## config.mk

```make
export PLATFORM = sky130hd
export DESIGN_NAME = card_number_luhn_classifier
export DESIGN_NICKNAME = d
export VERILOG_FILES = /design/src/rtl/cnlc_pkg.sv /design/src/rtl/cnlc_in_reg.sv /design/src/rtl/cnlc_accum.sv /design/src/rtl/card_number_luhn_classifier.sv
export SDC_FILE = /design/constraint.sdc
export NUM_CORES = 1
export LEC_CHECK = 0
export BUFFER_PORTS_ARGS = -buffer_cell sky130_fd_sc_hd__buf_4
export CORE_UTILIZATION = 57
export DETAILED_ROUTE_END_ITERATION = 6
export PLACE_DENSITY = 0.78
export SLEW_MARGIN = 20
export SYNTH_ARGS = -nofsm -noshare
export SYNTH_HDL_FRONTEND = slang
export SYNTH_SLANG_ARGS = --single-unit
```

## constraint.sdc

```tcl
create_clock -name clk -period 9.7 [get_ports clk]
set_clock_uncertainty 0.1 [all_clocks]
set_input_delay 0.97 -clock clk [delete_from_list [all_inputs] [get_ports clk]]
set_output_delay 0.97 -clock clk [all_outputs]
set_load 0.05 [all_outputs]
```

## src/rtl/cnlc_pkg.sv

```systemverilog
// ----------------------------------------------------------------------------
// cnlc_pkg: shared types and helpers for the card number classifier
// Holds the verdict codes, length limits, digit helpers and the handoff
// struct between the input register and the accumulator.
// ----------------------------------------------------------------------------
`default_nettype none

package cnlc_pkg;

	localparam int DIGIT_W = 4;
	localparam int COUNT_W = 5;
	localparam int SUM_W   = 4;

	localparam logic [COUNT_W-1:0] COUNT_MAX = 5'd17;
	localparam logic [COUNT_W-1:0] LEN_13    = 5'd13;
	localparam logic [COUNT_W-1:0] LEN_15    = 5'd15;
	localparam logic [COUNT_W-1:0] LEN_16    = 5'd16;

	typedef enum logic [1:0] {
		VERDICT_INVALID = 2'd0,
		VERDICT_CLASS_A = 2'd1,  // prefix 34 or 37, length 15
		VERDICT_CLASS_B = 2'd2,  // prefix 51 to 55, length 16
		VERDICT_CLASS_C = 2'd3   // prefix 4, length 13 or 16
	} verdict_t;

	// Input register contents handed to the accumulator.
	typedef struct packed {
		logic                valid;
		logic                last;
		logic [DIGIT_W-1:0]  digit;
	} in_stage_t;

	// Luhn doubling: digits 0 to 9 map to the digit sum of twice the digit; every 4-bit code has an entry.
	function automatic logic [SUM_W-1:0] luhn_double(input logic [DIGIT_W-1:0] d);
		logic [SUM_W-1:0] r;
		unique case (d)
			4'd0:  r = 4'd0;
			4'd1:  r = 4'd2;
			4'd2:  r = 4'd4;
			4'd3:  r = 4'd6;
			4'd4:  r = 4'd8;
			4'd5:  r = 4'd1;
			4'd6:  r = 4'd3;
			4'd7:  r = 4'd5;
			4'd8:  r = 4'd7;
			4'd9:  r = 4'd9;
			4'd10: r = 4'd1;
			4'd11: r = 4'd3;
			4'd12: r = 4'd5;
			4'd13: r = 4'd7;
			4'd14: r = 4'd9;
			default: r = 4'd1;  // 15 maps to 1, like 5 and 10
		endcase
		return r;
	endfunction

	// Digit value reduced mod 10.
	function automatic logic [SUM_W-1:0] plain_mod10(input logic [DIGIT_W-1:0] d);
		return (d >= 4'd10) ? d - 4'd10 : d;
	endfunction

	// Sum of two values below 10, reduced mod 10.
	function automatic logic [SUM_W-1:0] add_mod10(input logic [SUM_W-1:0] a,
			input logic [SUM_W-1:0] b);
		logic [SUM_W:0] s;
		s = {1'b0, a} + {1'b0, b};
		if (s >= 5'd10) begin
			s = s - 5'd10;
		end
		return s[SUM_W-1:0];
	endfunction

endpackage

`default_nettype wire

```

## src/rtl/cnlc_in_reg.sv

```systemverilog
// ----------------------------------------------------------------------------
// cnlc_in_reg: input register of the card number classifier
// Captures one digit transaction and holds it until the next stage takes it.
// ----------------------------------------------------------------------------
`default_nettype none

module cnlc_in_reg (
	input  wire logic                       clk,
	input  wire logic                       arst_n,
	input  wire logic                       in_valid,
	output logic                            in_ready,
	input  wire logic [cnlc_pkg::DIGIT_W-1:0] digit,
	input  wire logic                       last_digit,
	input  wire logic                       advance,
	output cnlc_pkg::in_stage_t             stage
);
	import cnlc_pkg::*;

	logic               valid_s1;
	logic               last_s1;
	logic [DIGIT_W-1:0] digit_s1;

	assign in_ready = !valid_s1 || advance;

	always_ff @(posedge clk or negedge arst_n) begin
		if (!arst_n) begin
			valid_s1 <= 1'b0;
		end else if (in_ready) begin
			valid_s1 <= in_valid;
		end
	end

	always_ff @(posedge clk) begin
		if (in_ready && in_valid) begin
			last_s1  <= last_digit;
			digit_s1 <= digit;
		end
	end

	assign stage = '{valid: valid_s1, last: last_s1, digit: digit_s1};

endmodule

`default_nettype wire

```

## src/rtl/cnlc_accum.sv

```systemverilog
// ----------------------------------------------------------------------------
// cnlc_accum: digit accumulator and classifier
// Keeps the count, the two Luhn sums and the prefix digits, and works out
// the verdict for the number that ends with the current digit.
// ----------------------------------------------------------------------------
`default_nettype none

module cnlc_accum (
	input  wire logic                         clk,
	input  wire logic                         arst_n,
	input  wire cnlc_pkg::in_stage_t          stage,
	input  wire logic                         advance,
	output cnlc_pkg::verdict_t                verdict_next,
	output logic [cnlc_pkg::COUNT_W-1:0]      total_next
);
	import cnlc_pkg::*;

	logic [COUNT_W-1:0] count_q;
	logic [SUM_W-1:0]   sum_even_q;
	logic [SUM_W-1:0]   sum_odd_q;
	logic [DIGIT_W-1:0] first_q;
	logic [DIGIT_W-1:0] second_q;

	logic [COUNT_W-1:0] count_d;
	logic [SUM_W-1:0]   sum_even_d;
	logic [SUM_W-1:0]   sum_odd_d;
	logic [DIGIT_W-1:0] first_d;
	logic [DIGIT_W-1:0] second_d;
	logic [SUM_W-1:0]   dbl;
	logic [SUM_W-1:0]   plain;
	logic [SUM_W-1:0]   luhn;
	logic               len_ok;

	always_comb begin
		dbl   = luhn_double(stage.digit);
		plain = plain_mod10(stage.digit);

		// An even count means this digit sits at an odd position.
		if (!count_q[0]) begin
			sum_even_d = add_mod10(sum_even_q, dbl);
			sum_odd_d  = add_mod10(sum_odd_q, plain);
		end else begin
			sum_even_d = add_mod10(sum_even_q, plain);
			sum_odd_d  = add_mod10(sum_odd_q, dbl);
		end

		first_d  = (count_q == 5'd0) ? stage.digit : first_q;
		second_d = (count_q == 5'd1) ? stage.digit : second_q;
		count_d  = (count_q < COUNT_MAX) ? count_q + 5'd1 : count_q;

		luhn   = count_d[0] ? sum_odd_d : sum_even_d;
		len_ok = (count_d == LEN_13) || (count_d == LEN_15) || (count_d == LEN_16);

		priority if (!len_ok || luhn != 4'd0) begin
			verdict_next = VERDICT_INVALID;
		end else if (count_d == LEN_15 && first_d == 4'd3
				&& (second_d == 4'd4 || second_d == 4'd7)) begin
			verdict_next = VERDICT_CLASS_A;
		end else if (count_d == LEN_16 && first_d == 4'd5
				&& second_d >= 4'd1 && second_d <= 4'd5) begin
			verdict_next = VERDICT_CLASS_B;
		end else if ((count_d == LEN_13 || count_d == LEN_16) && first_d == 4'd4) begin
			verdict_next = VERDICT_CLASS_C;
		end else begin
			verdict_next = VERDICT_INVALID;
		end

		total_next = count_d;
	end

	always_ff @(posedge clk or negedge arst_n) begin
		if (!arst_n) begin
			count_q    <= '0;
			sum_even_q <= '0;
			sum_odd_q  <= '0;
			first_q    <= '0;
			second_q   <= '0;
		end else if (advance) begin
			if (stage.last) begin
				count_q    <= '0;
				sum_even_q <= '0;
				sum_odd_q  <= '0;
				first_q    <= '0;
				second_q   <= '0;
			end else begin
				count_q    <= count_d;
				sum_even_q <= sum_even_d;
				sum_odd_q  <= sum_odd_d;
				first_q    <= first_d;
				second_q   <= second_d;
			end
		end
	end

endmodule

`default_nettype wire

```

## src/rtl/card_number_luhn_classifier.sv

```systemverilog
// ----------------------------------------------------------------------------
// card_number_luhn_classifier: Luhn check and issuer class of a card number
// Digits enter one per transaction on the input channel, most significant
// first, with last_digit set on the final one. The input channel is a
// valid/ready pair carrying digit and last_digit.
// Each digit is captured in an input register and folded into the running
// count, Luhn sums and prefix digits once it moves on. Only the final
// digit of a number yields an output transaction, carrying the verdict and
// the saturating digit count; it leaves from an output register that is
// loaded from the input register when the final digit moves on.
// Throughput is one digit per cycle while no final digit waits on a pending
// result. A digit that does not end a number never waits on the output
// side. When the receiver stalls with a result pending, a final digit waits
// in the input register and the input channel backs up behind it.
// Reset (arst_n low, asynchronous) empties both registers and clears the
// accumulated state; the state also clears after each number's verdict.
// ----------------------------------------------------------------------------
`default_nettype none

module card_number_luhn_classifier (
	input  wire logic                         clk,
	input  wire logic                         arst_n,
	input  wire logic                         in_valid,
	output logic                              in_ready,
	input  wire logic [cnlc_pkg::DIGIT_W-1:0] digit,
	input  wire logic                         last_digit,
	output logic                              out_valid,
	input  wire logic                         out_ready,
	output logic [1:0]                        verdict,
	output logic [cnlc_pkg::COUNT_W-1:0]      digit_total
);
	import cnlc_pkg::*;

	in_stage_t          stage;
	logic               advance;
	verdict_t           verdict_next;
	logic [COUNT_W-1:0] total_next;

	logic               out_valid_q;
	verdict_t           verdict_q;
	logic [COUNT_W-1:0] total_q;

	// A digit moves on unless it ends a number and the result slot is
	// still occupied by a result the receiver has not taken.
	assign advance = stage.valid && (!stage.last || !out_valid_q || out_ready);

	cnlc_in_reg u_in_reg (
		.clk        (clk),
		.arst_n     (arst_n),
		.in_valid   (in_valid),
		.in_ready   (in_ready),
		.digit      (digit),
		.last_digit (last_digit),
		.advance    (advance),
		.stage      (stage)
	);

	cnlc_accum u_accum (
		.clk          (clk),
		.arst_n       (arst_n),
		.stage        (stage),
		.advance      (advance),
		.verdict_next (verdict_next),
		.total_next   (total_next)
	);

	// Output register: filled by a final digit, emptied when taken.
	always_ff @(posedge clk or negedge arst_n) begin
		if (!arst_n) begin
			out_valid_q <= 1'b0;
		end else if (advance && stage.last) begin
			out_valid_q <= 1'b1;
		end else if (out_ready) begin
			out_valid_q <= 1'b0;
		end
	end

	always_ff @(posedge clk) begin
		if (advance && stage.last) begin
			verdict_q <= verdict_next;
			total_q   <= total_next;
		end
	end

	assign out_valid   = out_valid_q;
	assign verdict     = verdict_q;
	assign digit_total = total_q;

endmodule

`default_nettype wire
```

; After elaboration in Yosys (flattened, before gate mapping)
; Memory sizes are Yosys's and may differ from the RTL's. A register that Yosys moved wholly into a read port is not among the register bits.
; Cells that the tools add are included.
[totals]
regBits = 35
latchBits = 0
mem_bits_rw = 0
mem_bits_ro = 64
out_inout_bits = 9
mem_count = 1
[classes]
n_addsub = 10
mul = 0
div = 0
n_lt_le_gt_ge = 8
eq_ne = 9
shifts = 0
muxes = 22
bitwise_logic = 0
reduce_logical = 25
[mem_list]
columns = name, words, word_bits, read_ports, rd_ports_with_merged_regs, wr, line
row1 = (no name shown), 16, 4, 1, 1, 0, cnlc_pkg.sv:36  ; unique case (d)
[ops]
columns = cell, n
row1 = 2-to-1 mux 4 bit, 15
row2 = adder 4 x 4 -> 5 bit, 4
row3 = >= comparator 5 x 4 -> 1 bit (second input constant), 4
row4 = subtractor 4 bit (second input constant), 5
row5 = == test 4 x 3 -> 1 bit (second input constant), 4
row6 = == test 5 x 4 -> 1 bit (second input constant), 2
row7 = 2-to-1 mux 5 bit, 2
row8 = logical AND 1 bit, 9
row9 = logical OR 1 bit, 8
row10 = adder 5 x 1 -> 5 bit (second input constant), 1
row11 = == test 5 x 1 -> 1 bit (second input constant), 1
row12 = == test 5 bit (second input constant), 1
row13 = zero test 5 bit, 1
row14 = < comparator 5 bit (second input constant), 1
row15 = == test 4 x 2 -> 1 bit (second input constant), 1
row16 = >= comparator 4 x 1 -> 1 bit (second input constant), 1
row17 = >= comparator 4 bit (second input constant), 1
row18 = <= comparator 4 x 3 -> 1 bit (second input constant), 1
row19 = zero test 1 bit, 4
row20 = 2-to-1 mux 2 bit, 2
row21 = nonzero test 4 bit, 1
row22 = 2-to-1 mux 1 bit, 3
row23 = nonzero test 2 bit, 1
row24 = OR reduction 2 bit, 1

; Logic depth before layout (Yosys ltp)
; Gate-level depths: netlist of run 1.
[depth]
word_depth = 10
mapped_depth = 15

; Hierarchy
; From an unflattened synthesis of run 1, not the netlist that was laid out.
[hier_totals]
hier_cells = 343
area_unflattened_um2 = 3246.9
[by_module_without_submodules]
columns = module, instances, cells_each, area_per_inst_um2
row1 = cnlc_accum, 1, 319, 2753.9
row2 = card_number_luhn_classifier, 1, 13, 274.0
row3 = cnlc_in_reg, 1, 11, 219.0

; Least setup slack after synthesis of run 1
; Ideal clock, no wire load.
[synth_timing]
path_type = in2reg
from = input port out_ready
to = register, netlist name u_accum.dbl[1]
arrival_time_ns = 3.252
slack_ns = 6.213
path_stages = 7
path_cell_list = nand4b_1 -> nand2_1 -> inv_1 -> a21oi_1 -> inv_1 -> ha_1 -> mux4_2
[synth_via]
elab_chain_cells = 5
[synth_lines]
columns = element, line
row1 = from (decl), card_number_luhn_classifier.sv:28  ; input wire logic out_ready,
row2 = logical OR 1 bit, card_number_luhn_classifier.sv:45  ; assign advance = stage.valid && (!stage.last || !out_valid_q || out_ready);
row3 = logical AND 1 bit, card_number_luhn_classifier.sv:45
row4 = logical OR 1 bit, cnlc_in_reg.sv:23  ; assign in_ready = !valid_s1 || advance;
row5 = logical AND 1 bit, cnlc_in_reg.sv:34  ; if (in_ready && in_valid) begin
row6 = 2-to-1 mux 4 bit (no source line), --
; Every way passes these cells.
; A chain may end at the register's enable or synchronous reset.

; Worst setup path in the final report of run 1
[layout_timing]
from = register u_in_reg.digit_s1[1]
to = register verdict_q[1] (netlist: verdict[1]) (data pin)
[layout_via]
elab_chain_cells = 10
elab_cells_between_ends = 35
cone_classes = add/sub (5) / order compare (5) / eq/ne (5) / mux (10) / reduce/logical (10)
[layout_lines]
columns = element, line
row1 = from (decl), cnlc_in_reg.sv:21  ; logic [DIGIT_W-1:0] digit_s1;
row2 = from (signal assigned), cnlc_in_reg.sv:36  ; digit_s1 <= digit;
row3 = subtractor 4 bit / >= comparator 4 bit (equally long branches), cnlc_pkg.sv:59  ; return (d >= 4'd10) ? d - 4'd10 : d;
row4 = 2-to-1 mux 4 bit, cnlc_pkg.sv:59
row5 = adder 4 x 4 -> 5 bit, cnlc_pkg.sv:66  ; s = {1'b0, a} + {1'b0, b};
row6 = subtractor 4 bit / >= comparator 5 x 4 -> 1 bit (equally long branches), "cnlc_pkg.sv:68, cnlc_pkg.sv:67"
row7 = 2-to-1 mux 4 bit, cnlc_pkg.sv:67  ; if (s >= 5'd10) begin
row8 = 2-to-1 mux 4 bit, cnlc_accum.sv:39  ; if (!count_q[0]) begin
row9 = 2-to-1 mux 4 bit, cnlc_accum.sv:51  ; luhn = count_d[0] ? sum_odd_d : sum_even_d;
row10 = nonzero test 4 bit, cnlc_accum.sv:54  ; priority if (!len_ok || luhn != 4'd0) begin
row11 = logical OR 1 bit, cnlc_accum.sv:54
row12 = OR reduction 2 bit (no source line), --
row13 = to (signal assigned), card_number_luhn_classifier.sv:80  ; verdict_q <= verdict_next;
row14 = to (decl), card_number_luhn_classifier.sv:40  ; verdict_t verdict_q;
; Several ways; a longest one is shown, not always the timed one.

==> results.md, run 1 <==
STA:
- Setup repair after global routing left no endpoint under its margin.
- Headroom to the max-slew limit came out at 45.2%.
- The worst path setup slack after routing is 5.90 ns.
- The transition time of the tightest slew-check pin is 0.822 ns.
- For the final routed database, the setup TNS stands at 0 ns.
- The number of hold violations in the final report is 0.
- The routed design could run at a clock period as short as 3.80 ns.
- The top achievable clock speed is 263 MHz.
- Of the available clock period, the critical path in the final layout requires 39.2%.
- The count of pins over their slew limit is 0.
- Setup violations remaining at the end of the flow were counted as 0.

Hold path:
- The path category of the worst min-delay check is reg2reg.
- The worst hold path passes through 2 cells.
- The endpoint with the worst hold slack is u_accum.second_q[3].
- The worst hold path begins at u_accum.second_q[3].

Synthesis:
- The post-synthesis cell area is 3020 sq um.
- The number of synthesized flops with an enable pin is 12.
- The Yosys step of the flow raised 0 warnings.
- The number of nets in the synthesized netlist is 370.
- The most used flip-flop cell after synthesis is dfrtp_1.
- In the synthesized netlist the async set-or-reset flop fraction comes to 59.0%.
- The distinct cell type count of the synthesized netlist is 59.
- The gate count of the mapped netlist is 328.
- The average footprint of a synthesized cell is 9.22 sq um.
- Sequential elements use 33.6% of the synthesized area.
- Synthesis inferred 39 register bits.

Floorplan:
- The die span in x is 74.8 microns.
- The initial standard-cell utilization of the core is 59.2%.
- The die covers 5600 sq um.
- In this run the vertical extent of the chip is 74.8 microns.
- The region available for standard cell placement spans 5110 sq um.
- The row count is 26.
- 18 I/O pins were placed.

Layout:
- The growth of design area from synthesis to finish is 9.89%.
- The proportion of layout cells with a drive suffix above 1 is 11.4%.
- The most common cell after layout, fill and taps aside is nand2_1.
- The library cells used most frequently in the layout, excluding fill and tap cells, are 36 x nand2_1, 29 x ha_1, 25 x nor2_1, 23 x dfrtp_1, 22 x inv_1.
- The number of nets at the end of the flow is 384.
- The filler cells instantiated in the layout total 450.
- The final design utilization is 65.1%.
- The repair_antennas step left the layout with diodes totalling 0.

Worst setup path:
- In this run the critical register-to-register path is launched from u_in_reg.digit_s1[1].
- For the worst setup path, the data arrival time is 3.83 ns.
- The critical path's largest stage delay is 0.52 ns.
- The required time at the worst-slack endpoint is 9.73 ns.
- The worst flop-to-flop path endpoint is verdict[1].
- The family with the most delay on the worst path is compound AO/OA/AOI/OAI gates.
- The maximum fanout encountered on the critical timing path is 9.
- The depth of the most critical reg-to-reg path is 14.
- In this run the register-to-register setup slack is 5.90 ns.
- Among the stages of the critical path, the cell type that occurs most often is inv_1.
- Traced cell by cell, the critical path runs through inv_1 > mux2i_1 > inv_1 > fa_1 > xnor2_1 > inv_1 > ha_1 > o31a_1 > o21bai_1 > and3_2 > a211oi_2 > nor4_1 > a41oi_1 > a211oi_1.
- The worst setup path is captured at a flop.
- The critical path in this run is classified as reg2reg.
- The worst setup path is launched from a flop.
- For this design, the slowest cell found on the critical path is edfxtp_1.
- The critical path contains buffers and inverters numbering 3 combined.

Routing:
- The pre-antenna-repair detailed-routing pass consisted of 4 iterations.
- Summed over all layers, the routed wires come to 6.42 mm.
- The number of vias in the routed layout is 2494.
- The post-detailed-route count of antenna-violating nets is 0.
- Dividing the detail-routed via count by the number of cells gives 6.04.
- For this run, design rule violations remaining after detail routing come to 0.
- The first-iteration detailed-routing DRC count is 184.
- Dividing the detail-routed wire length by the instance count gives 15.6 microns.

CTS:
- Buffers inserted during clock tree synthesis total 5.
- The clock passes through at most 2 buffers.
- The total number of H-tree levels is 2.
- After clock tree synthesis, the repair step resized 0 gates.
- After clock tree synthesis, the clock-pin slew on the worst setup and hold paths is 0.08 ns.
- In this run the post-CTS setup repair buffer count came out at 0.
- The TritonCTS sink count is 39.
- The TritonCTS clock tree is yes.
- The latest clock arrival within the worst-skew pair is 0.29 ns.
- The clock tree root buffer cell is clkbuf_8.
- The number of hold buffers added after CTS was 0.

Place:
- Once detailed placement completed, the half-perimeter wirelength came to 4.93 mm.
- The port buffer count is 17.
- The global placer's final weighted congestion is 0.907.
- The minimum setup slack after placement is 5.93 ns.

Global route:
- The first-pass GRT wire length is 10.9 mm.
- Summed over all layers, the global routing overflow is 0.
- In the global route stage, overall resource usage came out at 25.9%.
- The via count of the first global-routing pass is 2350.
- The number of antenna violations at the first check in global routing is 0.
- Entering global routing, the biggest net connects 29 pins.

Power and ir drop:
- The fraction of power consumed by sequential logic is 28.7%.
- The fraction of power consumed by combinational cells is 55.5%.
- For this design the ratio of total power to cell area is 258 nW/um^2.
- The worst vdd rail ir drop is 120 uV.
- The static leakage power is 1.48 nW.
- The switching part of the total is 43.4%.
- Cell internal power was estimated by the tool at 0.485 mW.
- The power dissipated by switching net loads is 0.372 mW.
- The share of total power dissipated in the clock network is 15.8%.

Status:
- The flow ran to the end, and the final reports show no timing, DRC or antenna violations.

Run:
- The tool flagged a number of max-cap violations equal to 0.
-- cell families (layout without fill, tap and decap cells) --
| logic type | after synthesis | count (layout) | synth area share, % |
|---|---|---|---|
| compound gates | 94 | 94 | 22.0 |
| xor+xnor | 11 | 11 | 3.43 |
| fa+ha+maj | 33 | 33 | 14.6 |
| buf+inv | 33 | 48 | 4.39 |
| flops | 39 | 39 | 33.6 |
| mux | 15 | 15 | 5.50 |
| simple gates | 103 | 103 | 16.5 |
-- how the worst max path moves through the flow --
stage	startpoint	endpoint	slack, ns	cells past startpoint
2_1_floorplan	out_ready	u_accum.dbl[1]	6.21	7
3_3_place_gp	u_in_reg.digit_s1[1]	verdict[1]	6.08	14
3_5_place_dp	u_in_reg.digit_s1[1]	verdict[1]	5.93	14
4_1_cts	u_in_reg.digit_s1[1]	verdict[1]	5.91	14
5_1_grt	u_in_reg.digit_s1[1]	verdict[1]	5.60	14
6_report	u_in_reg.digit_s1[1]	verdict[1]	5.90	14
-- synth_stat cells, drive strengths merged, types with 2 or more instances --
library cell | instances | area [sq um]
o21ai | 15 | 75.1
dfrtp | 23 | 576
dfxtp | 4 | 80.1
nand3 | 4 | 20.0
nand4 | 2 | 12.5
xnor2 | 9 | 86.3
mux2i | 11 | 110
a211o | 2 | 18.8
nor3b | 2 | 15.0
fa | 4 | 80.1
o21bai | 2 | 15.0
a2111oi | 2 | 36.3
a31oi | 4 | 25.0
o21a | 3 | 22.5
o22ai | 2 | 12.5
a21oi | 19 | 95.1
nor4 | 4 | 31.3
mux2 | 3 | 33.8
o211ai | 4 | 30.0
xor2 | 2 | 17.5
ha | 29 | 363
a21o | 5 | 37.5
and3 | 4 | 27.5
nor3 | 10 | 50.1
nor2b | 6 | 37.5
edfxtp | 12 | 360
buf | 2 | 16.3
nand2b | 2 | 12.5
a22o | 6 | 52.6
o31ai | 6 | 45.0
a22oi | 8 | 60.1
nand2 | 36 | 135
and2 | 2 | 12.5
clkbuf | 9 | 33.8
inv | 22 | 82.6
nor2 | 25 | 93.8
a211oi | 10 | 80.1
-- metrics by stage --
| step | instance area (sq um) | hold WS, ns | cells | power (mW) |
|---|---|---|---|---|
| after detailed placement | 3210 | 0.409 | 405 | 0.719 |
| after global routing | 3320 | 0.464 | 413 | 0.934 |
| final | 3320 | 0.423 | 413 | 0.857 |
| after global placement | 3210 | 0.391 | 405 | 0.702 |
| after CTS | 3320 | 0.427 | 413 | 0.857 |
| after floorplan | 3020 | 0.365 | 328 | 0.621 |
-- power groups by stage --
stage               Clock (mW)  Sequential [mW]  Combinational (mW)
CTS                      0.138            0.245               0.474
global placement             0            0.247               0.455
floorplan                    0            0.237               0.384
finish                   0.136            0.246               0.476
global route             0.145            0.251               0.537
detailed placement           0            0.249               0.470
-- metal layers --
layer	vias up	GRT usage [%]	wire length, microns
li1	1231	-	-
met1	1188	35.1	2930
met2	66	43.1	3140
met3	9	3.88	278
met4	0	7.34	81
met5	-	0	0
-- sequential cells by signal, indices dropped and copies added (netlist names) --
signal              flops
u_accum.sum_even_q      4
u_accum.second_q        4
verdict                 2
u_in_reg.valid_s1       1
u_accum.first_q         4
digit_total             5
u_in_reg.digit_s1       4
u_accum.count_q         5
u_accum.dbl             4
out_valid               1
u_accum.sum_odd_q       4
u_in_reg.last_s1        1
-- layout make-up --
class	instances	area (sq um)	share of cell area (%)
clock buffer	5	68.8	2.07
clock inverter	3	43.8	1.32
inverter	22	82.6	2.48
multi-input combinational	256	1890	56.9
sequential	39	1020	30.6
tap	70	87.6	2.64
timing repair buffer	18	135	4.07
-- worst min-delay path, stage by stage (launching register included) --
cell and delay (ns):
dfrtp_1 0.37, nand2_1 0.05, o21ai_0 0.06
(Power assumes the default switching activity.)
==> inputs of run 2 (changes only) <==
==> constraint.sdc (replaced) <==
create_clock -name clk -period 3.97 [get_ports clk]
set_clock_uncertainty 0.1 [all_clocks]
set_input_delay 0.397 -clock clk [delete_from_list [all_inputs] [get_ports clk]]
set_output_delay 0.397 -clock clk [all_outputs]
set_load 0.05 [all_outputs]
==> results.md, run 2 (synthesized netlist as in run 1, its figures left out) <==
Hold path:
- The cell depth of the worst hold path is 1 (-1).
- The path class of the tightest hold or removal check is in2reg.

Power and ir drop:
- The switching part of the total is 44.7% (+1.3 points).
- The static leakage power is 1.50 nW (+1.3%).
- The clock network fraction of total power is 12.9% (-2.9 points).
- The total internal power came to 1.13 mW (+130%).
- The fraction of power consumed by combinational cells was 58.4% (+2.9 points).
- The fraction of power consumed by sequential logic was 28.7% (about the same).
- The worst vdd rail ir drop is 291 uV (+140%).
- The power density over cell area is 608 nW/um^2 (+140%).
- The power dissipated by switching net loads is 0.914 mW (+150%).

Worst setup path:
- The critical path goes through inv_1 > mux2i_2 > inv_1 > fa_1 > xnor2_1 > inv_1 > ha_1 > o31a_1 > o21bai_1 > and4_1 > nor3_1 > nor4_1 > a41oi_1 > a211oi_1.
- The most numerous cell type found on the critical path is inv_1.
- The register-to-register setup slack was 0.37 ns (-5.54 ns).
- The kind of capture point of the worst setup path is a flop.
- The maximum fanout encountered on the critical timing path is 5 (-4).
- The arrival time reported for the critical path endpoint is 3.63 ns (-0.20 ns).
- The critical path's largest stage delay came to 0.43 ns (-0.09 ns).
- The required time at the worst-slack endpoint was 3.99 ns (-5.74 ns).
- The critical register-to-register path startpoint is u_in_reg.digit_s1[1].
- The depth of the most critical reg-to-reg path was 14 (unchanged).
- The endpoint identified for the worst register-to-register timing path is verdict[1].
- The kind of launch point of the worst setup path is a flop.
- The worst setup path is of the reg2reg kind.
- The critical path's slowest cell is fa_1.
- The launch point of the worst path is u_in_reg.digit_s1[1].
- The critical path endpoint is verdict[1].

Layout:
- The count of inserted antenna diode cells was 0 (unchanged).
- The most common cell after layout, fill and taps aside is nand2_1.
- Compared with the post-synthesis result, the final layout area differs by 11.2%.
- The proportion of layout cells with a drive suffix above 1 was 13.1% (+1.7 points).
- The library cells used most frequently in the layout, excluding fill and tap cells, are 36 x nand2_1, 29 x ha_1, 25 x nor2_1, 25 x buf_4, 23 x dfrtp_1.
- The number of nets at the end of the flow came to 392 (+2.1%).
- The number of filler instances in the final layout is 436 (-3.1%).

Floorplan:
- The die area came to 5600 sq um (unchanged).
- The die boundary height is 74.8 microns (unchanged).
- The initial standard-cell utilization of the core was 59.2% (unchanged).
- The die span in x came to 74.8 microns (unchanged).
- The placeable core region came to 5110 sq um (unchanged).
- The top-level I/O count is 18 (unchanged).
- The row count was 26 (unchanged).

Routing:
- The average detailed-routed wire length per instance is 15.7 microns (+0.86%).
- The first-iteration detailed-routing DRC count is 212 (+15%).
- The routed wire length was 6.61 mm (+2.8%).
- The post-detailed-route count of antenna-violating nets is 0 (unchanged).
- The number of vias in the routed layout is 2527 (+1.3%).
- The detailed-routing iteration count for the pre-antenna-repair pass is 4 (unchanged).
- The via density per instance is 6.00 (-0.60%).
- The number of DRC violations after detailed routing is 0 (unchanged).

STA:
- The portion of the clock cycle consumed by the worst path in the final layout is 90.8% (+52 points).
- The max-slew headroom at the worst pin is 53.5% (+8.3 points).
- Setup repair after global routing left no endpoint under its margin.
- The top achievable clock speed is 277 MHz (+5.4%).
- The worst path setup slack after routing is 0.365 ns (-5.54 ns).
- The shortest period the worst path allows is 3.60 ns (-0.194 ns).
- The number of hold violations in the final report is 0 (unchanged).
- The setup-violating endpoint count in the final report is 0 (unchanged).
- The count of pins over their slew limit is 0 (unchanged).
- The transition time of the tightest slew-check pin is 0.695 ns (-0.127 ns).
- The aggregate negative setup slack was 0 ns (unchanged).

Status:
- The flow ran to the end, and the final reports show no timing, DRC or antenna violations.

Place:
- The HPWL after detailed placement is 4.96 mm (+0.71%).
- The minimum setup slack after placement is 0.340 ns (-5.59 ns).
- The global placer's final weighted congestion came to 0.915 (+0.87%).
- The port buffer count is 17 (unchanged).

CTS:
- The number of buffers between clock root and the deepest sink is 2 (unchanged).
- The TritonCTS sink count is 39 (unchanged).
- The clock transition at the register clock pins on the worst setup and hold paths after CTS is 0.08 ns (about the same).
- The TritonCTS clock tree is yes.
- The number of clock buffers inserted by TritonCTS is 5 (unchanged).
- The latest clock arrival within the worst-skew pair is 0.29 ns (about the same).
- The total number of H-tree levels is 2 (unchanged).
- The clock tree root buffer cell is clkbuf_8.

Global route:
- The overall routing resource usage is 25.5% (-0.36 points).
- The via count of the first global-routing pass is 2268 (-3.5%).
- The maximum number of pins on one net before global-route repair was 24 (-17%).
- The number of antenna violations at the first check in global routing is 0 (unchanged).
- The first-pass GRT wire length was 10.8 mm (-1.1%).
- The remaining global-route overflow is 0 (unchanged).

Run:
- The max-cap violation count is 0 (unchanged).
## run 2: cell count changes in the layout (fill, tap and decap cells not counted), sizes merged
cell | previous run | this run
buf | 18 | 25
dlygate4sd3 | 0 | 1
clkinvlp | 0 | 1
clkinv | 2 | 1
bufinv | 1 | 0
clkbuf | 5 | 6
## run 2: worst min path at each step
stage / endpoint / startpoint
floorplan: out_valid / arst_n
global placement: u_accum.count_q[2] / arst_n
detailed placement: u_accum.count_q[2] / arst_n
CTS: u_in_reg.last_s1 / last_digit
global route: u_in_reg.last_s1 / last_digit
finish: u_in_reg.last_s1 / last_digit
## run 2: cell type report
class | instances | area (sq um) | share of cell area [%]
Multi-Input combinational cell | 256 | 1890 | 56.3
Sequential cell | 39 | 1020 | 30.2
Timing Repair Buffer | 26 | 198 | 5.88
Tap cell | 70 | 87.6 | 2.61
Inverter | 22 | 82.6 | 2.46
Clock buffer | 6 | 72.6 | 2.16
Clock inverter | 2 | 12.5 | 0.372
## run 2: critical path: cells and delay by family (launching register included)
kind	cells	cell delay, ns
multiplexers	1	0.28
buffers and inverters	3	0.36
adder cells (fa/ha/maj)	2	0.69
AND/OR/NAND/NOR	3	0.59
XOR/XNOR	1	0.30
flip-flops	1	0.39
AO/OA/AOI/OAI	4	0.72
## run 2: per-stage QoR
step                      std cells  util, %  cell area (sq um)  total power [mW]  hold slack, ns
after floorplan                 328        -               3020              1.52         0.00141
after CTS                       417     65.2               3330              2.03           0.177
after detailed placement        408     63.3               3230              1.77           0.214
after global placement          408     63.3               3230              1.73           0.208
after global routing            421     65.8               3360              2.21           0.172
final                           421     65.8               3360              2.04           0.177
## run 2: power groups by stage
stage | Sequential (mW) | Combinational [mW] | Clock, mW
after global placement | 0.589 | 1.14 | 0
final | 0.587 | 1.19 | 0.263
after floorplan | 0.578 | 0.938 | 0
after global routing | 0.596 | 1.33 | 0.284
after CTS | 0.583 | 1.18 | 0.268
after detailed placement | 0.592 | 1.17 | 0
## run 2: what timing repair did
| item | in CTS | in global routing |
|---|---|---|
| endpoints found under the hold margin | 23 | 0 |
| resized for setup | 0 | 1 |
| hold buffers | 1 | 0 |
| buffers inserted | 0 | 4 |
| setup endpoints to repair | 0 | 2 |
## run 2: routing by layer
| layer | track usage (%) | part of all wire (%) | vias up |
|---|---|---|---|
| met3 | 3.75 | 3.8 | 12 |
| met5 | 0 | 0 | - |
| met2 | 42.2 | 47 | 66 |
| li1 | - | - | 1254 |
| met1 | 35.2 | 47 | 1195 |
| met4 | 6.71 | 1.9 | 0 |
==> inputs of run 3 (changes only) <==
--- a/config.mk
+++ b/config.mk
@@ -6,9 +6,9 @@
 export NUM_CORES = 1
 export LEC_CHECK = 0
 export BUFFER_PORTS_ARGS = -buffer_cell sky130_fd_sc_hd__buf_4
-export CORE_UTILIZATION = 57
+export CORE_UTILIZATION = 61
 export DETAILED_ROUTE_END_ITERATION = 6
-export PLACE_DENSITY = 0.78
+export PLACE_DENSITY = 0.8
 export SLEW_MARGIN = 20
 export SYNTH_ARGS = -nofsm -noshare
 export SYNTH_HDL_FRONTEND = slang
==> constraint.sdc (replaced) <==
create_clock -name clk -period 3.97 [get_ports clk]
set_clock_uncertainty 0.1 [all_clocks]
set_input_delay 0.1985 -clock clk [delete_from_list [all_inputs] [get_ports clk]]
set_output_delay 0.1985 -clock clk [all_outputs]
set_load 0.05 [all_outputs]
==> results.md, run 3 (synthesized netlist as in run 1, its figures left out) <==
Floorplan:
- The initial standard-cell utilization of the core came to 63.6% (+4.4 points).
- The top-level I/O count is 18 (unchanged).
- The row count is 25 (-3.8%).
- The die span in x is 72.4 microns (-3.2%).
- The die boundary height is 72.4 microns (-3.2%).
- The die area is 5240 sq um (-6.4%).
- The placeable core region is 4750 sq um (-6.9%).

CTS:
- The total number of H-tree levels is 2 (unchanged).
- The TritonCTS sink count is 39 (unchanged).
- The clock transition at the register clock pins on the worst setup and hold paths after CTS came to 0.08 ns (about the same).
- The TritonCTS clock tree is yes.
- The latest clock arrival within the worst-skew pair is 0.29 ns (about the same).
- The post-cts gate resize count came to 0 (unchanged).
- The number of buffers between clock root and the deepest sink is 2 (unchanged).
- The cell sitting at the root of the clock tree is a clkbuf_8.
- The number of clock buffers inserted by TritonCTS was 5 (unchanged).

Power and ir drop:
- The switching part of the total is 44.6% (-0.078 points).
- The power dissipated by switching net loads is 0.912 mW (-0.27%).
- The fraction of power consumed by sequential logic was 28.8% (about the same).
- The static leakage power is 1.51 nW (+0.56%).
- The worst vdd rail ir drop is 281 uV (-3.5%).
- The fraction of power consumed by combinational cells is 58.2% (-0.2 points).
- The total internal power is 1.13 mW (about the same).
- The power density over cell area is 604 nW/um^2 (-0.69%).
- The clock network fraction of total power was 12.9% (about the same).

Status:
- The flow ran to the end, and the final reports show no timing, DRC or antenna violations.

Routing:
- The detailed-routing iteration count for the pre-antenna-repair pass is 4 (unchanged).
- The post-detailed-route count of antenna-violating nets is 0 (unchanged).
- The number of vias in the routed layout was 2528 (+0.040%).
- The number of DRC violations after detailed routing is 0 (unchanged).
- The first-iteration detailed-routing DRC count is 141 (-33%).
- The via density per instance is 6.02 (+0.28%).
- The average detailed-routed wire length per instance came to 15.9 microns (+1.6%).
- The routed wire length is 6.70 mm (+1.4%).

STA:
- The max-slew headroom at the worst pin is 52.6% (-0.92 points).
- The worst path setup slack after routing came to 0.410 ns (+0.0445 ns).
- Setup repair after global routing left no endpoint under its margin.
- The number of hold violations in the final report is 0 (unchanged).
- The transition time of the tightest slew-check pin is 0.708 ns (+0.0138 ns).
- The aggregate negative setup slack is 0 ns (unchanged).
- The shortest period the worst path allows is 3.56 ns (-0.0445 ns).
- The portion of the clock cycle consumed by the worst path in the final layout is 89.7% (-1.1 points).
- The top achievable clock speed was 281 MHz (+1.3%).
- The setup-violating endpoint count in the final report is 0 (unchanged).
- The count of pins over their slew limit is 0 (unchanged).

Global route:
- The remaining global-route overflow is 0 (unchanged).
- The first-pass GRT wire length is 11.2 mm (+4.1%).
- The maximum number of pins on one net before global-route repair came to 24 (unchanged).
- The number of antenna violations at the first check in global routing is 0 (unchanged).
- The via count of the first global-routing pass is 2403 (+6.0%).
- The overall routing resource usage is 27.9% (+2.4 points).

Place:
- The HPWL after detailed placement is 4.92 mm (-0.89%).
- The minimum setup slack after placement is 0.419 ns (+0.0798 ns).
- The port buffer count is 17 (unchanged).
- The global placer's final weighted congestion came to 0.919 (+0.40%).
- The post-place instance area is 3220 sq um (-0.35%).

Layout:
- Leaving out fill and tap cells, the most frequent cells in the layout are 36 x nand2_1, 29 x ha_1, 25 x nor2_1, 23 x dfrtp_1.
- The count of inserted antenna diode cells is 0 (unchanged).
- Leaving out fill and tap cells, the most frequent cell in the layout is nand2_1.
- The proportion of layout cells with a drive suffix above 1 is 11.9% (-1.2 points).
- The number of filler instances in the final layout is 375 (-14%).
- Relative to the synthesized area, the layout overhead comes to 11.8%.
- The number of nets at the end of the flow was 394 (+0.51%).
- The final cell area excluding filler cells is 3380 sq um (+0.60%).

Hold path:
- The cell depth of the worst hold path was 2 (+1).
- The path category of the worst min-delay check is in2reg.

Worst setup path:
- The worst setup path is captured at a flop.
- The arrival time reported for the critical path endpoint is 3.59 ns (-0.04 ns).
- STA classifies the critical path startpoint as a flop.
- The maximum fanout encountered on the critical timing path is 5 (unchanged).
- The worst setup path is of the reg2reg kind.
- The required time at the worst-slack endpoint is 4.00 ns (about the same).
- The depth of the most critical reg-to-reg path was 14 (unchanged).

Run:
- The max-cap violation count is 0 (unchanged).
run 3: metal layers:
metal  global-route usage (%)  vias to the layer above  part of all wire [%]
met5                        0                        -                     0
met4                     10.7                        0                   2.3
met3                     5.56                       16                   3.9
met2                     45.4                       56                    47
met1                     36.8                     1202                    47
li1                         -                     1254                     -
run 3: area by class of cell:
cell class / count / area (sq um) / share of cell area [%]
Clock inverter: 2 / 12.5 / 0.370
Inverter: 22 / 82.6 / 2.44
Multi-Input combinational cell: 256 / 1890 / 55.9
Timing Repair Buffer: 28 / 225 / 6.66
Sequential cell: 39 / 1020 / 30.0
Clock buffer: 6 / 72.6 / 2.15
Tap cell: 67 / 83.8 / 2.48
run 3: through the flow:
step	power [mW]	std cells	hold WS, ns	utilization [%]
after global placement	1.72	404	0.0138	67.8
after floorplan	1.52	328	-0.197	-
after global routing	2.22	420	0.0175	71.1
after CTS	2.04	418	0.0121	70.8
after detailed placement	1.76	404	0.0156	67.8
final	2.04	420	0.0200	71.1
run 3: worst paths after layout:
check	from	endpoint	slack, ns
min in group asynchronous	arst_n	u_accum.sum_even_q[3]	0.25
worst max register to register	u_in_reg.digit_s1[1]	verdict[1]	0.41
max in group asynchronous	arst_n	u_in_reg.valid_s1	3.28
worst min register to register	u_accum.first_q[1]	u_accum.first_q[1]	0.43
worst min-delay path	out_ready	out_valid	0.02
worst max-delay path	u_in_reg.digit_s1[1]	verdict[1]	0.41
run 3: power groups by stage:
stage,clock [mW],combinational [mW],sequential (mW)
floorplan,0,0.938,0.578
detailed placement,0,1.17,0.595
finish,0.264,1.19,0.589
global route,0.282,1.34,0.597
global placement,0,1.13,0.592
CTS,0.267,1.18,0.587
run 3: repair_timing:
action	CTS	global route
setup endpoints to repair	0	1
hold endpoints to repair	28	0
buffers inserted	0	2
hold buffers	6	0
run 3: critical path, stage by stage (launching register included):
cell and delay, ns:
edfxtp_1 0.39, inv_1 0.14, mux2i_1 0.32, inv_1 0.14, fa_1 0.44, xnor2_1 0.26, inv_1 0.07, ha_1 0.25
o31a_1 0.14, o21bai_1 0.24, and4_1 0.23, nor3_1 0.06, nor4_1 0.27, a41oi_1 0.10, a211oi_1 0.25
